**src/rtl/pin_name_parser_unit_assert.svh**
```systemverilog
`ifndef PIN_NAME_PARSER_UNIT_ASSERT_SVH
`define PIN_NAME_PARSER_UNIT_ASSERT_SVH

// Check a condition in the same cycle as the trigger.
`define PNP_ASSERT_NOW(lbl, ante, cons, msg) \
  lbl: assert property (@(posedge clk) disable iff (rst) (ante) |-> (cons)) else $error(msg);

// Check a condition in the cycle after the trigger.
`define PNP_ASSERT_NEXT(lbl, ante, cons, msg) \
  lbl: assert property (@(posedge clk) disable iff (rst) (ante) |=> (cons)) else $error(msg);

`endif

```
**src/rtl/pnp_pkg.sv**
```systemverilog
package pnp_pkg;

  localparam logic [2:0] PH_START   = 3'd0;
  localparam logic [2:0] PH_BANKLET = 3'd1;
  localparam logic [2:0] PH_BANKDIG = 3'd2;
  localparam logic [2:0] PH_PFX1    = 3'd3;
  localparam logic [2:0] PH_PFX2    = 3'd4;
  localparam logic [2:0] PH_PFX3    = 3'd5;
  localparam logic [2:0] PH_PFX4    = 3'd6;
  localparam logic [2:0] PH_NUMDIG  = 3'd7;

  localparam logic [1:0] REG_MODE       = 2'd0;
  localparam logic [1:0] REG_BANK_COUNT = 2'd1;
  localparam logic [1:0] REG_BANK_SIZE  = 2'd2;

  localparam logic [0:0]  MODE_RESET       = 1'b0;
  localparam logic [4:0]  BANK_COUNT_RESET = 5'd8;
  localparam logic [10:0] BANK_SIZE_RESET  = 11'd32;
  localparam logic [4:0]  MAX_BANKS        = 5'd26;

  localparam logic [24:0] NUM_LIMIT_P1 = 25'((1 << 20) + 1);

  localparam logic [7:0] CH_ZERO    = 8'h30;
  localparam logic [7:0] CH_NINE    = 8'h39;
  localparam logic [7:0] CH_UPPER_A = 8'h41;
  localparam logic [7:0] CH_UPPER_Z = 8'h5a;
  localparam logic [7:0] CH_LOWER_A = 8'h61;
  localparam logic [7:0] CH_LOWER_Z = 8'h7a;
  localparam logic [7:0] CH_UPPER_P = 8'h50;
  localparam logic [7:0] CH_LOWER_P = 8'h70;
  localparam logic [7:0] CH_UPPER_G = 8'h47;
  localparam logic [7:0] CH_LOWER_G = 8'h67;
  localparam logic [7:0] CH_LOWER_I = 8'h69;
  localparam logic [7:0] CH_LOWER_O = 8'h6f;
  localparam logic [7:0] CASE_DELTA = 8'h20;

  typedef struct packed {
    logic [2:0]  phase;
    logic [20:0] acc;
    logic [4:0]  bank_idx;
    logic        prefix_upper;
    logic        lead_zero;
    logic        digit_seen;
    logic        failed;
  } pnp_state_t;

  localparam pnp_state_t STATE_CLEAR = '{
    phase:        PH_START,
    acc:          21'd0,
    bank_idx:     5'd0,
    prefix_upper: 1'b0,
    lead_zero:    1'b0,
    digit_seen:   1'b0,
    failed:       1'b0
  };

endpackage

```
**src/rtl/pin_name_parser_unit.sv**
```systemverilog
// Output: a result appears on the output register in the cycle after its last beat.
// Throughput: one character beat per cycle while in_ready is high (no result is held
// or it is being taken); the parse state, accumulator and result register all update on one clock edge.
// Reset (rst, synchronous): clears the parse state and output valid, and sets
// mode to bank naming, bank_count to 8 and bank_size to 32.
module pin_name_parser_unit (
  input  logic        clk,
  input  logic        rst,
  input  logic        in_valid,
  output logic        in_ready,
  input  logic [7:0]  character,
  input  logic        last,
  output logic        out_valid,
  input  logic        out_ready,
  output logic        ok,
  output logic [20:0] pin_number,
  input  logic        cfg_valid,
  output logic        cfg_ready,
  input  logic [1:0]  cfg_index,
  input  logic [10:0] cfg_data
);
  import pnp_pkg::*;

  `include "pin_name_parser_unit_assert.svh"

  logic        mode;
  logic [4:0]  bank_count;
  logic [10:0] bank_size;
  pnp_state_t  st;
  pnp_state_t  st_next;
  logic        res_ok;
  logic [20:0] res_pin;
  logic        in_fire;

  assign in_ready  = !out_valid || out_ready;
  assign in_fire   = in_valid && in_ready;
  assign cfg_ready = 1'b1;

  pnp_step u_step (
    .st         (st),
    .character  (character),
    .mode       (mode),
    .bank_count (bank_count),
    .bank_size  (bank_size),
    .nxt        (st_next),
    .res_ok     (res_ok),
    .res_pin    (res_pin)
  );

  always_ff @(posedge clk) begin
    if (rst) begin
      mode       <= MODE_RESET;
      bank_count <= BANK_COUNT_RESET;
      bank_size  <= BANK_SIZE_RESET;
    end else if (cfg_valid) begin
      unique case (cfg_index)
        REG_MODE:       mode       <= cfg_data[0];
        REG_BANK_COUNT: bank_count <= cfg_data[4:0];
        REG_BANK_SIZE:  bank_size  <= cfg_data;
        default: ;
      endcase
    end
  end

  always_ff @(posedge clk) begin
    if (rst) begin
      st        <= STATE_CLEAR;
      out_valid <= 1'b0;
    end else begin
      if (in_fire) begin
        st <= last ? STATE_CLEAR : st_next;
      end
      if (in_fire && last) begin
        out_valid <= 1'b1;
      end else if (out_ready) begin
        out_valid <= 1'b0;
      end
    end
  end

  always_ff @(posedge clk) begin
    if (in_fire && last) begin
      ok         <= res_ok;
      pin_number <= res_pin;
    end
  end

  `PNP_ASSERT_NEXT(a_fail_sticky, in_fire && !last && st.failed, st.failed, "failed flag dropped mid-name")
  `PNP_ASSERT_NEXT(a_name_clear, in_fire && last, st.phase == PH_START && !st.failed && !st.digit_seen, "state not cleared after last beat")
  `PNP_ASSERT_NEXT(a_result_up, in_fire && last, out_valid, "no result after last beat")
  `PNP_ASSERT_NOW(a_fail_zero, out_valid && !ok, pin_number == 21'd0, "refused name carries a pin")

endmodule

```
**src/rtl/pnp_step.sv**
```systemverilog
module pnp_step (
  input  pnp_pkg::pnp_state_t st,
  input  logic [7:0]          character,
  input  logic                mode,
  input  logic [4:0]          bank_count,
  input  logic [10:0]         bank_size,
  output pnp_pkg::pnp_state_t nxt,
  output logic                res_ok,
  output logic [20:0]         res_pin
);
  import pnp_pkg::*;

  logic        is_digit;
  logic [7:0]  dsub;
  logic [24:0] prod;
  logic [24:0] dval;
  logic [24:0] lim;
  logic        dig_fail;
  logic        is_lower;
  logic        is_upper;
  logic [7:0]  lsub;
  logic [7:0]  usub;
  logic [4:0]  bank_b;
  logic [4:0]  banks;
  logic [15:0] base_mul;
  logic [7:0]  pfx_want;
  logic [7:0]  pfx_lower;
  logic [20:0] bank_pin;

  assign is_digit = (character >= CH_ZERO) && (character <= CH_NINE);
  assign dsub     = character - CH_ZERO;
  assign prod     = {1'b0, st.acc, 3'b000} + {3'b000, st.acc, 1'b0};
  assign dval     = prod + {21'd0, dsub[3:0]};
  assign lim      = (st.phase == PH_BANKDIG) ? {14'd0, bank_size} : NUM_LIMIT_P1;
  assign dig_fail = !is_digit || (st.digit_seen && st.lead_zero) || (dval >= lim);

  assign is_lower = (character >= CH_LOWER_A) && (character <= CH_LOWER_Z);
  assign is_upper = (character >= CH_UPPER_A) && (character <= CH_UPPER_Z);
  assign lsub     = character - CH_LOWER_A;
  assign usub     = character - CH_UPPER_A;
  assign bank_b   = is_lower ? lsub[4:0] : usub[4:0];
  assign banks    = (bank_count > MAX_BANKS) ? MAX_BANKS : bank_count;
  assign base_mul = {11'd0, st.bank_idx} * {5'd0, bank_size};

  always_comb begin
    unique case (st.phase)
      PH_PFX1: pfx_lower = CH_LOWER_P;
      PH_PFX2: pfx_lower = CH_LOWER_I;
      default: pfx_lower = CH_LOWER_O;
    endcase
    pfx_want = st.prefix_upper ? (pfx_lower - CASE_DELTA) : pfx_lower;
  end

  always_comb begin
    logic take;
    take = 1'b0;
    nxt  = st;
    if (!st.failed) begin
      unique case (st.phase)
        PH_START: begin
          if (!mode) begin
            if ((character == CH_UPPER_P) || (character == CH_LOWER_P)) begin
              nxt.phase = PH_BANKLET;
            end else begin
              nxt.failed = 1'b1;
            end
          end else if (character == CH_LOWER_G) begin
            nxt.prefix_upper = 1'b0;
            nxt.phase        = PH_PFX1;
          end else if (character == CH_UPPER_G) begin
            nxt.prefix_upper = 1'b1;
            nxt.phase        = PH_PFX1;
          end else begin
            nxt.phase = PH_NUMDIG;
            take      = 1'b1;
          end
        end
        PH_BANKLET: begin
          if (!(is_lower || is_upper) || (bank_b >= banks)) begin
            nxt.failed = 1'b1;
          end else begin
            nxt.bank_idx = bank_b;
            nxt.phase    = PH_BANKDIG;
          end
        end
        PH_PFX1, PH_PFX2, PH_PFX3: begin
          if (character == pfx_want) begin
            nxt.phase = st.phase + 3'd1;
          end else begin
            nxt.failed = 1'b1;
          end
        end
        PH_PFX4: begin
          nxt.phase = PH_NUMDIG;
          take      = 1'b1;
        end
        PH_BANKDIG, PH_NUMDIG: begin
          take = 1'b1;
        end
        default: begin
          nxt.failed = 1'b1;
        end
      endcase
      if (take) begin
        if (dig_fail) begin
          nxt.failed = 1'b1;
        end else begin
          nxt.acc        = dval[20:0];
          nxt.lead_zero  = st.lead_zero || (!st.digit_seen && (character == CH_ZERO));
          nxt.digit_seen = 1'b1;
        end
      end
    end
  end

  assign bank_pin = {5'd0, base_mul} + nxt.acc;
  assign res_ok   = !nxt.failed && nxt.digit_seen &&
                    ((nxt.phase == PH_BANKDIG) || (nxt.phase == PH_NUMDIG));
  assign res_pin  = !res_ok ? 21'd0 : ((nxt.phase == PH_BANKDIG) ? bank_pin : nxt.acc);

endmodule

```
**config.mk**
```make
export PLATFORM = sky130hd
export DESIGN_NAME = pin_name_parser_unit
export DESIGN_NICKNAME = d
export VERILOG_FILES = /design/src/rtl/pnp_pkg.sv /design/src/rtl/pin_name_parser_unit.sv /design/src/rtl/pnp_step.sv
export VERILOG_INCLUDE_DIRS = /design/src /design/src/rtl
export SDC_FILE = /design/constraint.sdc
export NUM_CORES = 1
export LEC_CHECK = 0
export BUFFER_PORTS_ARGS = -buffer_cell sky130_fd_sc_hd__clkbuf_2
export CAP_MARGIN = 20
export CORE_MARGIN = 1
export CORE_UTILIZATION = 50
export DETAILED_ROUTE_END_ITERATION = 6
export GPL_ROUTABILITY_DRIVEN = 1
export MAX_ROUTING_LAYER = met4
export PLACE_DENSITY = 0.7
export SLEW_MARGIN = 5
export SYNTH_ARGS = -nofsm -noshare
export SYNTH_HDL_FRONTEND = slang
export SYNTH_HIERARCHICAL = 1
export SYNTH_SLANG_ARGS = --single-unit
```
**constraint.sdc**
```tcl
create_clock -name clk -period 15.05 [get_ports clk]
set_input_delay 1.505 -clock clk [delete_from_list [all_inputs] [get_ports clk]]
set_output_delay 1.505 -clock clk [all_outputs]
set_load 0.005 [all_outputs]
```
==> flow_metrics.env, run 1 <==
export IMPL_coreArea_um2=15400
export IMPL_hold_buffers=0
export IMPL_fin_util_pct=56.0
export IMPL_relSlewSlack_pct=31.9
export IMPL_vdd_drop_max_mv=0.0719
export IMPL_cts_buffers=9
export IMPL_layout_min_cycle_time_ps=10130
export IMPL_hold_start="st[2]$_SDFFE_PP0P_"
export IMPL_rsz0062_at_grt="no"
export IMPL_met1_length_um=9370
export IMPL_place_area_um2=8330
export IMPL_fp_dieArea_um2=16600
export IMPL_whs_path_depth=2
export IMPL_hold_path_class="reg2reg"
export IMPL_initial_core_util_pct=52.0
export IMPL_place_congestion=0.942
export IMPL_grt_pass1_wl_um=32600
export IMPL_post_synth_top_count_cell="nand2_1"
export IMPL_worstPathArrival_ps=10200
export IMPL_synth_top_area_share_pct=14.5
export IMPL_grt_pass1_vias=6462
export IMPL_clk_pin_slew_ps=60
export IMPL_critPathKind="in2reg"
export IMPL_critical_path_max_stage_delay_ps=600
export IMPL_num_io_pins=52
export IMPL_clock_skew_ps=7.75
export IMPL_rows=45
export IMPL_yosys_top_cells_area="ha_1 14%, dfxtp_1 13%, fa_1 11%, edfxtp_1 8.2%, a21oi_1 5.2%"
export IMPL_synth_common_cells="94 x nand2_1, 93 x ha_1, 88 x inv_1"
export IMPL_wl_met3_um=988
export IMPL_synthFlopType="dfxtp_1"
export IMPL_insertedDiodeCount=0
export IMPL_final_antenna_net_count=0
export IMPL_synth_enable_flop_cells=22
export IMPL_cts_tree="yes"
export IMPL_yosysUniqueCellTypes=77
export IMPL_ys_warn_count=6
export IMPL_routed_wirelength_um=19700
export IMPL_holdPathEnd="st[2]$_SDFFE_PP0P_"
export IMPL_cp_start_kind="input port"
export IMPL_cts_sinks=73
export IMPL_power_density_nw_per_um2=55.5
export IMPL_p_total_mw=0.480
export IMPL_clk_latency_ps=350
export IMPL_drc=0
export IMPL_netlist_area_um2=8030
export IMPL_leakage_nw=3.85
export IMPL_drtIter0Drc=392
export IMPL_dr_total_vias=6885
export IMPL_routed_via_density=5.82
export IMPL_grt_max_degree=54
export IMPL_cts_setup_buffers=0
export IMPL_cp_data_required_time_ps=15120
export IMPL_cts_max_level=3
export IMPL_async_reset_ff_share_pct=0
export IMPL_reg2reg_slack_ps=5910
export IMPL_route_met2_wl_um=9010
export IMPL_fin_crit_sh_pct=67.3
export IMPL_max_cap_viol_count=0
export IMPL_dr_pass1_iters=5
export IMPL_cts_root_buf="clkbuf_16"
export IMPL_post_drt_wl_per_cell_um=16.6
export IMPL_syn_inst=947
export IMPL_portBuffers=50
export IMPL_worst_pin_slew_ps=1020
export IMPL_path_common_cell="fa_1"
export IMPL_fin_setup_tns_ps=0
export IMPL_finalHoldViolations=0
export IMPL_yosysTopAreaCell="ha_1"
export IMPL_fmax_mhz=98.7
export IMPL_worstRegToRegCells=32
export IMPL_ys_seq_area_share_pct=21.0
export IMPL_grtUsageTotal_pct=25.8
export IMPL_antenna_found_initial=0
export IMPL_cp_end_kind="flip-flop"
export IMPL_setup_viol=0
export IMPL_fin_area_um2=8640
export IMPL_ys_ff_latch=73
export IMPL_drive_gt1_share_pct=10.3
export IMPL_die_x_um=129
export IMPL_crit_slowest_cell="fa_1"
export IMPL_clk_path_buf_depth=2
export IMPL_routed_top_layer="met4"
export IMPL_areaGrowthSynthToFinish_pct=7.65
export IMPL_critPathMaxFanout=12
export IMPL_cts_resized=0
export IMPL_r2r_end="pin_number[16]$_DFFE_PP_"
export IMPL_syn_area_per_cell_um2=8.48
export IMPL_slew_violations=0
export IMPL_final_nets=1131
export IMPL_status="complete, no violations"
export IMPL_die_h_um=129
export IMPL_worstReg2RegStart="st[9]$_SDFFE_PP0P_"
export IMPL_hpwl_um=14900
export IMPL_syn_nets=1110
export IMPL_grt_overflow=0
export IMPL_fill_cells=1479
-- stage by stage --
step	cells	hold WS, ps	setup WS, ps
floorplan	947	462	5670
global placement	1167	484	4800
detailed placement	1167	491	4600
CTS	1183	503	4910
global route	1184	534	4160
finish	1184	509	4920
-- final cells by class --
class / instances / area, um^2 / share of cell area [%]
clock buffer: 9 / 225 / 2.61
clock inverter: 7 / 68.8 / 0.796
inverter: 90 / 343 / 3.97
multi-input combinational: 740 / 5770 / 66.7
sequential: 73 / 1680 / 19.5
tap: 211 / 264 / 3.06
timing repair buffer: 54 / 293 / 3.39
-- registers in the layout (all words and copies together), names as in the netlist --
signal      cells
st             33
pin_number     21
bank_size      11
bank_count      5
mode            1
ok              1
out_valid       1
-- worst max-delay path by stage --
stage,from,depth (start not counted),endpoint,slack [ps]
3_3_place_gp,character[3],33,pin_number[16]$_DFFE_PP_,4800
4_1_cts,character[3],33,pin_number[16]$_DFFE_PP_,4910
3_5_place_dp,character[3],33,pin_number[16]$_DFFE_PP_,4600
6_report,character[3],33,pin_number[16]$_DFFE_PP_,4920
2_1_floorplan,character[3],33,pin_number[16]$_DFFE_PP_,5670
5_1_grt,character[3],33,pin_number[16]$_DFFE_PP_,4160
-- critical path: cells and delay by family --
kind	cells	cell delay (ps)
fa+ha+maj	7	3040
compound gates	12	2790
simple gates	6	1610
mux	2	590
buf+inv	4	350
xor+xnor	2	290
-- power by group --
part	internal, mW	switching (mW)	total (mW)
registers	0.206	0.00412	0.210
clock network	0.117	0.101	0.218
logic	0.0188	0.0327	0.0515
-- metal layers --
layer	vias to the layer above	global-route usage [%]
li1	3386	-
met2	198	40.4
met1	3278	34.4
met4	0	7.47
met5	-	-
met3	23	4.16
-- cell families after synthesis --
group | Yosys count | share of synthesized area (%)
adders and majority gates | 136 | 25.2
other | 1 | 0.0467
DFF | 73 | 21.0
xor gates and xnor gates | 30 | 3.27
and+or+nand+nor | 296 | 19.4
AOI/OAI and AO/OA | 239 | 18.9
muxes | 38 | 5.00
buffers and inverters | 134 | 7.22
-- cell usage in the layout, fill, tap and decap left out, types with 5 or more instances in the layout --
cell type	count
nand3_1	12
o211ai_1	10
nor3_1	12
o21ai_1	33
nand2b_1	11
xnor2_1	15
mux2i_1	21
nor2b_1	7
clkbuf_2	50
fa_1	43
nor4_1	5
xor2_1	15
or3_1	5
o21ai_0	27
nand2_1	94
a21oi_1	83
dfxtp_1	51
and3_1	5
clkbuf_16	9
inv_1	88
a21o_1	14
and2_1	26
o21a_1	10
mux2_2	15
o21bai_1	5
ha_1	93
nor2_1	65
o31ai_1	6
edfxtp_1	22
a211oi_1	11
nand4b_1	34
a31oi_1	6
Power figures use the tool's default switching activity.
==> inputs of run 2 (changes only) <==
--- a/config.mk
+++ b/config.mk
@@ -13,7 +13,7 @@
 export DETAILED_ROUTE_END_ITERATION = 6
 export GPL_ROUTABILITY_DRIVEN = 1
 export MAX_ROUTING_LAYER = met4
-export PLACE_DENSITY = 0.7
+export PLACE_DENSITY = 0.72
 export SLEW_MARGIN = 5
 export SYNTH_ARGS = -nofsm -noshare
 export SYNTH_HDL_FRONTEND = slang
==> constraint.sdc (replaced) <==
create_clock -name clk -period 8.8 [get_ports clk]
set_input_delay 0.88 -clock clk [delete_from_list [all_inputs] [get_ports clk]]
set_output_delay 0.88 -clock clk [all_outputs]
set_load 0.005 [all_outputs]
==> run 2 against run 1 <==
Compared with the run above:
- count of clock-buffer cells in the layout grew 1
- clock power grew 84%
- register-to-register slack lost 5200 ps
- wire length grew 3.4%
- final area grew 5.7%
- critical path type unchanged
- largest cell class unchanged
==> flow_metrics.env, run 2 (same netlist as run 1, synthesis figures left out) <==
export IMPL_clk_latency_ps=350
export IMPL_power_switching_mw=0.225
export IMPL_dr_total_vias=7131
export IMPL_fin_crit_sh_pct=95.8
export IMPL_final_cell_mix="94 x nand2_1, 93 x ha_1, 88 x inv_1, 79 x a21oi_1, 65 x nor2_1"
export IMPL_final_nets=1186
export IMPL_critPathMaxFanout=8
export IMPL_dr_pass1_iters=5
export IMPL_pwr_share_comb_pct=10.7
export IMPL_hold_path_class="reg2reg"
export IMPL_cts_buffers=9
export IMPL_largest_reg_flops=33
export IMPL_relSlewSlack_pct=24.3
export IMPL_grt_overflow=0
export IMPL_worst_pin_slew_ps=1140
export IMPL_hpwl_um=15300
export IMPL_cp_start_kind="input port"
export IMPL_holdPathEnd="bank_count[0]$_SDFFE_PP0P_"
export IMPL_antenna_found_initial=0
export IMPL_layout_min_cycle_time_ps=8430
export IMPL_reg_top3="st x33, pin_number x21, bank_size x11"
export IMPL_leakage_nw=4.13
export IMPL_post_drt_wl_per_cell_um=16.4
export IMPL_final_common_cell="nand2_1"
export IMPL_r2r_end="pin_number[19]$_DFFE_PP_"
export IMPL_p_clk_share_pct=47.0
export IMPL_routed_wirelength_um=20400
export IMPL_stdcell_count=1239
export IMPL_pwr_share_seq_pct=42.2
export IMPL_critPathKind="in2reg"
export IMPL_hold_start="bank_count[0]$_SDFFE_PP0P_"
export IMPL_areaGrowthSynthToFinish_pct=13.8
export IMPL_status="complete, no violations"
export IMPL_rows=45
export IMPL_insertedDiodeCount=0
export IMPL_crit_slowest_cell="fa_1"
export IMPL_max_cap_viol_count=0
export IMPL_cts_setup_buffers=0
export IMPL_drive_gt1_share_pct=16.2
export IMPL_cp_end_kind="flip-flop"
export IMPL_cts_tree="yes"
export IMPL_clock_skew_ps=9.33
export IMPL_die_x_um=129
export IMPL_final_antenna_net_count=0
export IMPL_initial_core_util_pct=52.0
export IMPL_coreArea_um2=15400
export IMPL_finalHoldViolations=0
export IMPL_cts_sinks=73
export IMPL_clk_pin_slew_ps=60
export IMPL_routed_via_density=5.76
export IMPL_fmax_mhz=119
export IMPL_critical_path_max_stage_delay_ps=560
export IMPL_p_int_mw=0.627
export IMPL_clk_path_buf_depth=2
export IMPL_regMostFlops="st"
export IMPL_grt_pass1_wl_um=33500
export IMPL_fp_dieArea_um2=16600
export IMPL_worstRegToRegCells=34
export IMPL_place_ws_ps=-374
export IMPL_whs_path_depth=2
export IMPL_drc=0
export IMPL_vdd_drop_max_mv=0.0889
export IMPL_grtUsageTotal_pct=26.5
export IMPL_fin_setup_tns_ps=0
export IMPL_slew_violations=0
export IMPL_grt_pass1_vias=6738
export IMPL_portBuffers=50
export IMPL_setup_viol=0
export IMPL_p_sw_share_pct=26.4
export IMPL_power_density_nw_per_um2=93.2
export IMPL_timing_final_ws_setup_ps=372
export IMPL_drtIter0Drc=489
export IMPL_place_congestion=0.937
export IMPL_cts_root_buf="clkbuf_16"
export IMPL_worstReg2RegStart="st[9]$_SDFFE_PP0P_"
export IMPL_worstPathArrival_ps=8500
export IMPL_fin_util_pct=59.2
export IMPL_cts_max_level=3
export IMPL_hold_buffers=0
export IMPL_cp_data_required_time_ps=8870
export IMPL_num_io_pins=52
export IMPL_reg2reg_slack_ps=670
export IMPL_dpl_cell_count=1223
export IMPL_grt_max_degree=54
export IMPL_fill_cells=1398
export IMPL_die_h_um=129
run 2: per-layer routing:
metal | GRT usage, % | wire, um | vias up
li1 | - | - | 3513
met1 | 35.0 | 9670 | 3400
met2 | 42.4 | 9350 | 188
met3 | 3.53 | 949 | 30
met4 | 7.82 | 403 | 0
met5 | - | 0 | -
run 2: critical path, delay by kind of cell:
| kind | cells | cell delay [ps] |
|---|---|---|
| compound gates | 11 | 1870 |
| xor+xnor | 2 | 340 |
| fa+ha+maj | 7 | 2990 |
| buf+inv | 6 | 470 |
| mux | 2 | 490 |
| simple gates | 7 | 1450 |
run 2: repair_timing:
action / CTS / global route
pin swaps: 0 / 11
endpoints found under the setup margin: 2 / 8
gates resized for setup: 2 / 19
run 2: worst max path at each step:
stage	startpoint	end	slack (ps)
2_1_floorplan	character[3]	pin_number[16]$_DFFE_PP_	40
3_3_place_gp	character[3]	pin_number[16]$_DFFE_PP_	-240
3_5_place_dp	character[3]	pin_number[19]$_DFFE_PP_	-370
4_1_cts	character[3]	pin_number[19]$_DFFE_PP_	4
5_1_grt	character[3]	pin_number[19]$_DFFE_PP_	-60
6_report	character[3]	pin_number[19]$_DFFE_PP_	370
run 2: cell type report:
type                            count  area, um^2  share of cell area (%)
Multi-Input combinational cell    740        5830                    63.8
Sequential cell                    73        1680                    18.4
Timing Repair Buffer              109         697                    7.63
Clock inverter                      6        71.3                   0.781
Clock buffer                       10         250                    2.74
Inverter                           90         343                    3.75
Tap cell                          211         264                    2.89
run 2: power by group through the flow:
stage | clock, mW | combinational, mW | sequential, mW
after floorplan | 0 | 0.0614 | 0.365
after global placement | 0 | 0.0883 | 0.367
after detailed placement | 0 | 0.0893 | 0.367
after CTS | 0.406 | 0.0897 | 0.360
after global routing | 0.419 | 0.101 | 0.361
final | 0.401 | 0.0913 | 0.360
run 2: per-stage QoR:
stage	power, mW	hold WS (ps)	cell area, um^2
2_1_floorplan	0.426	462	8030
3_3_place_gp	0.455	480	8750
3_5_place_dp	0.456	491	8750
4_1_cts	0.855	501	9080
5_1_grt	0.880	536	9140
6_report	0.852	502	9140
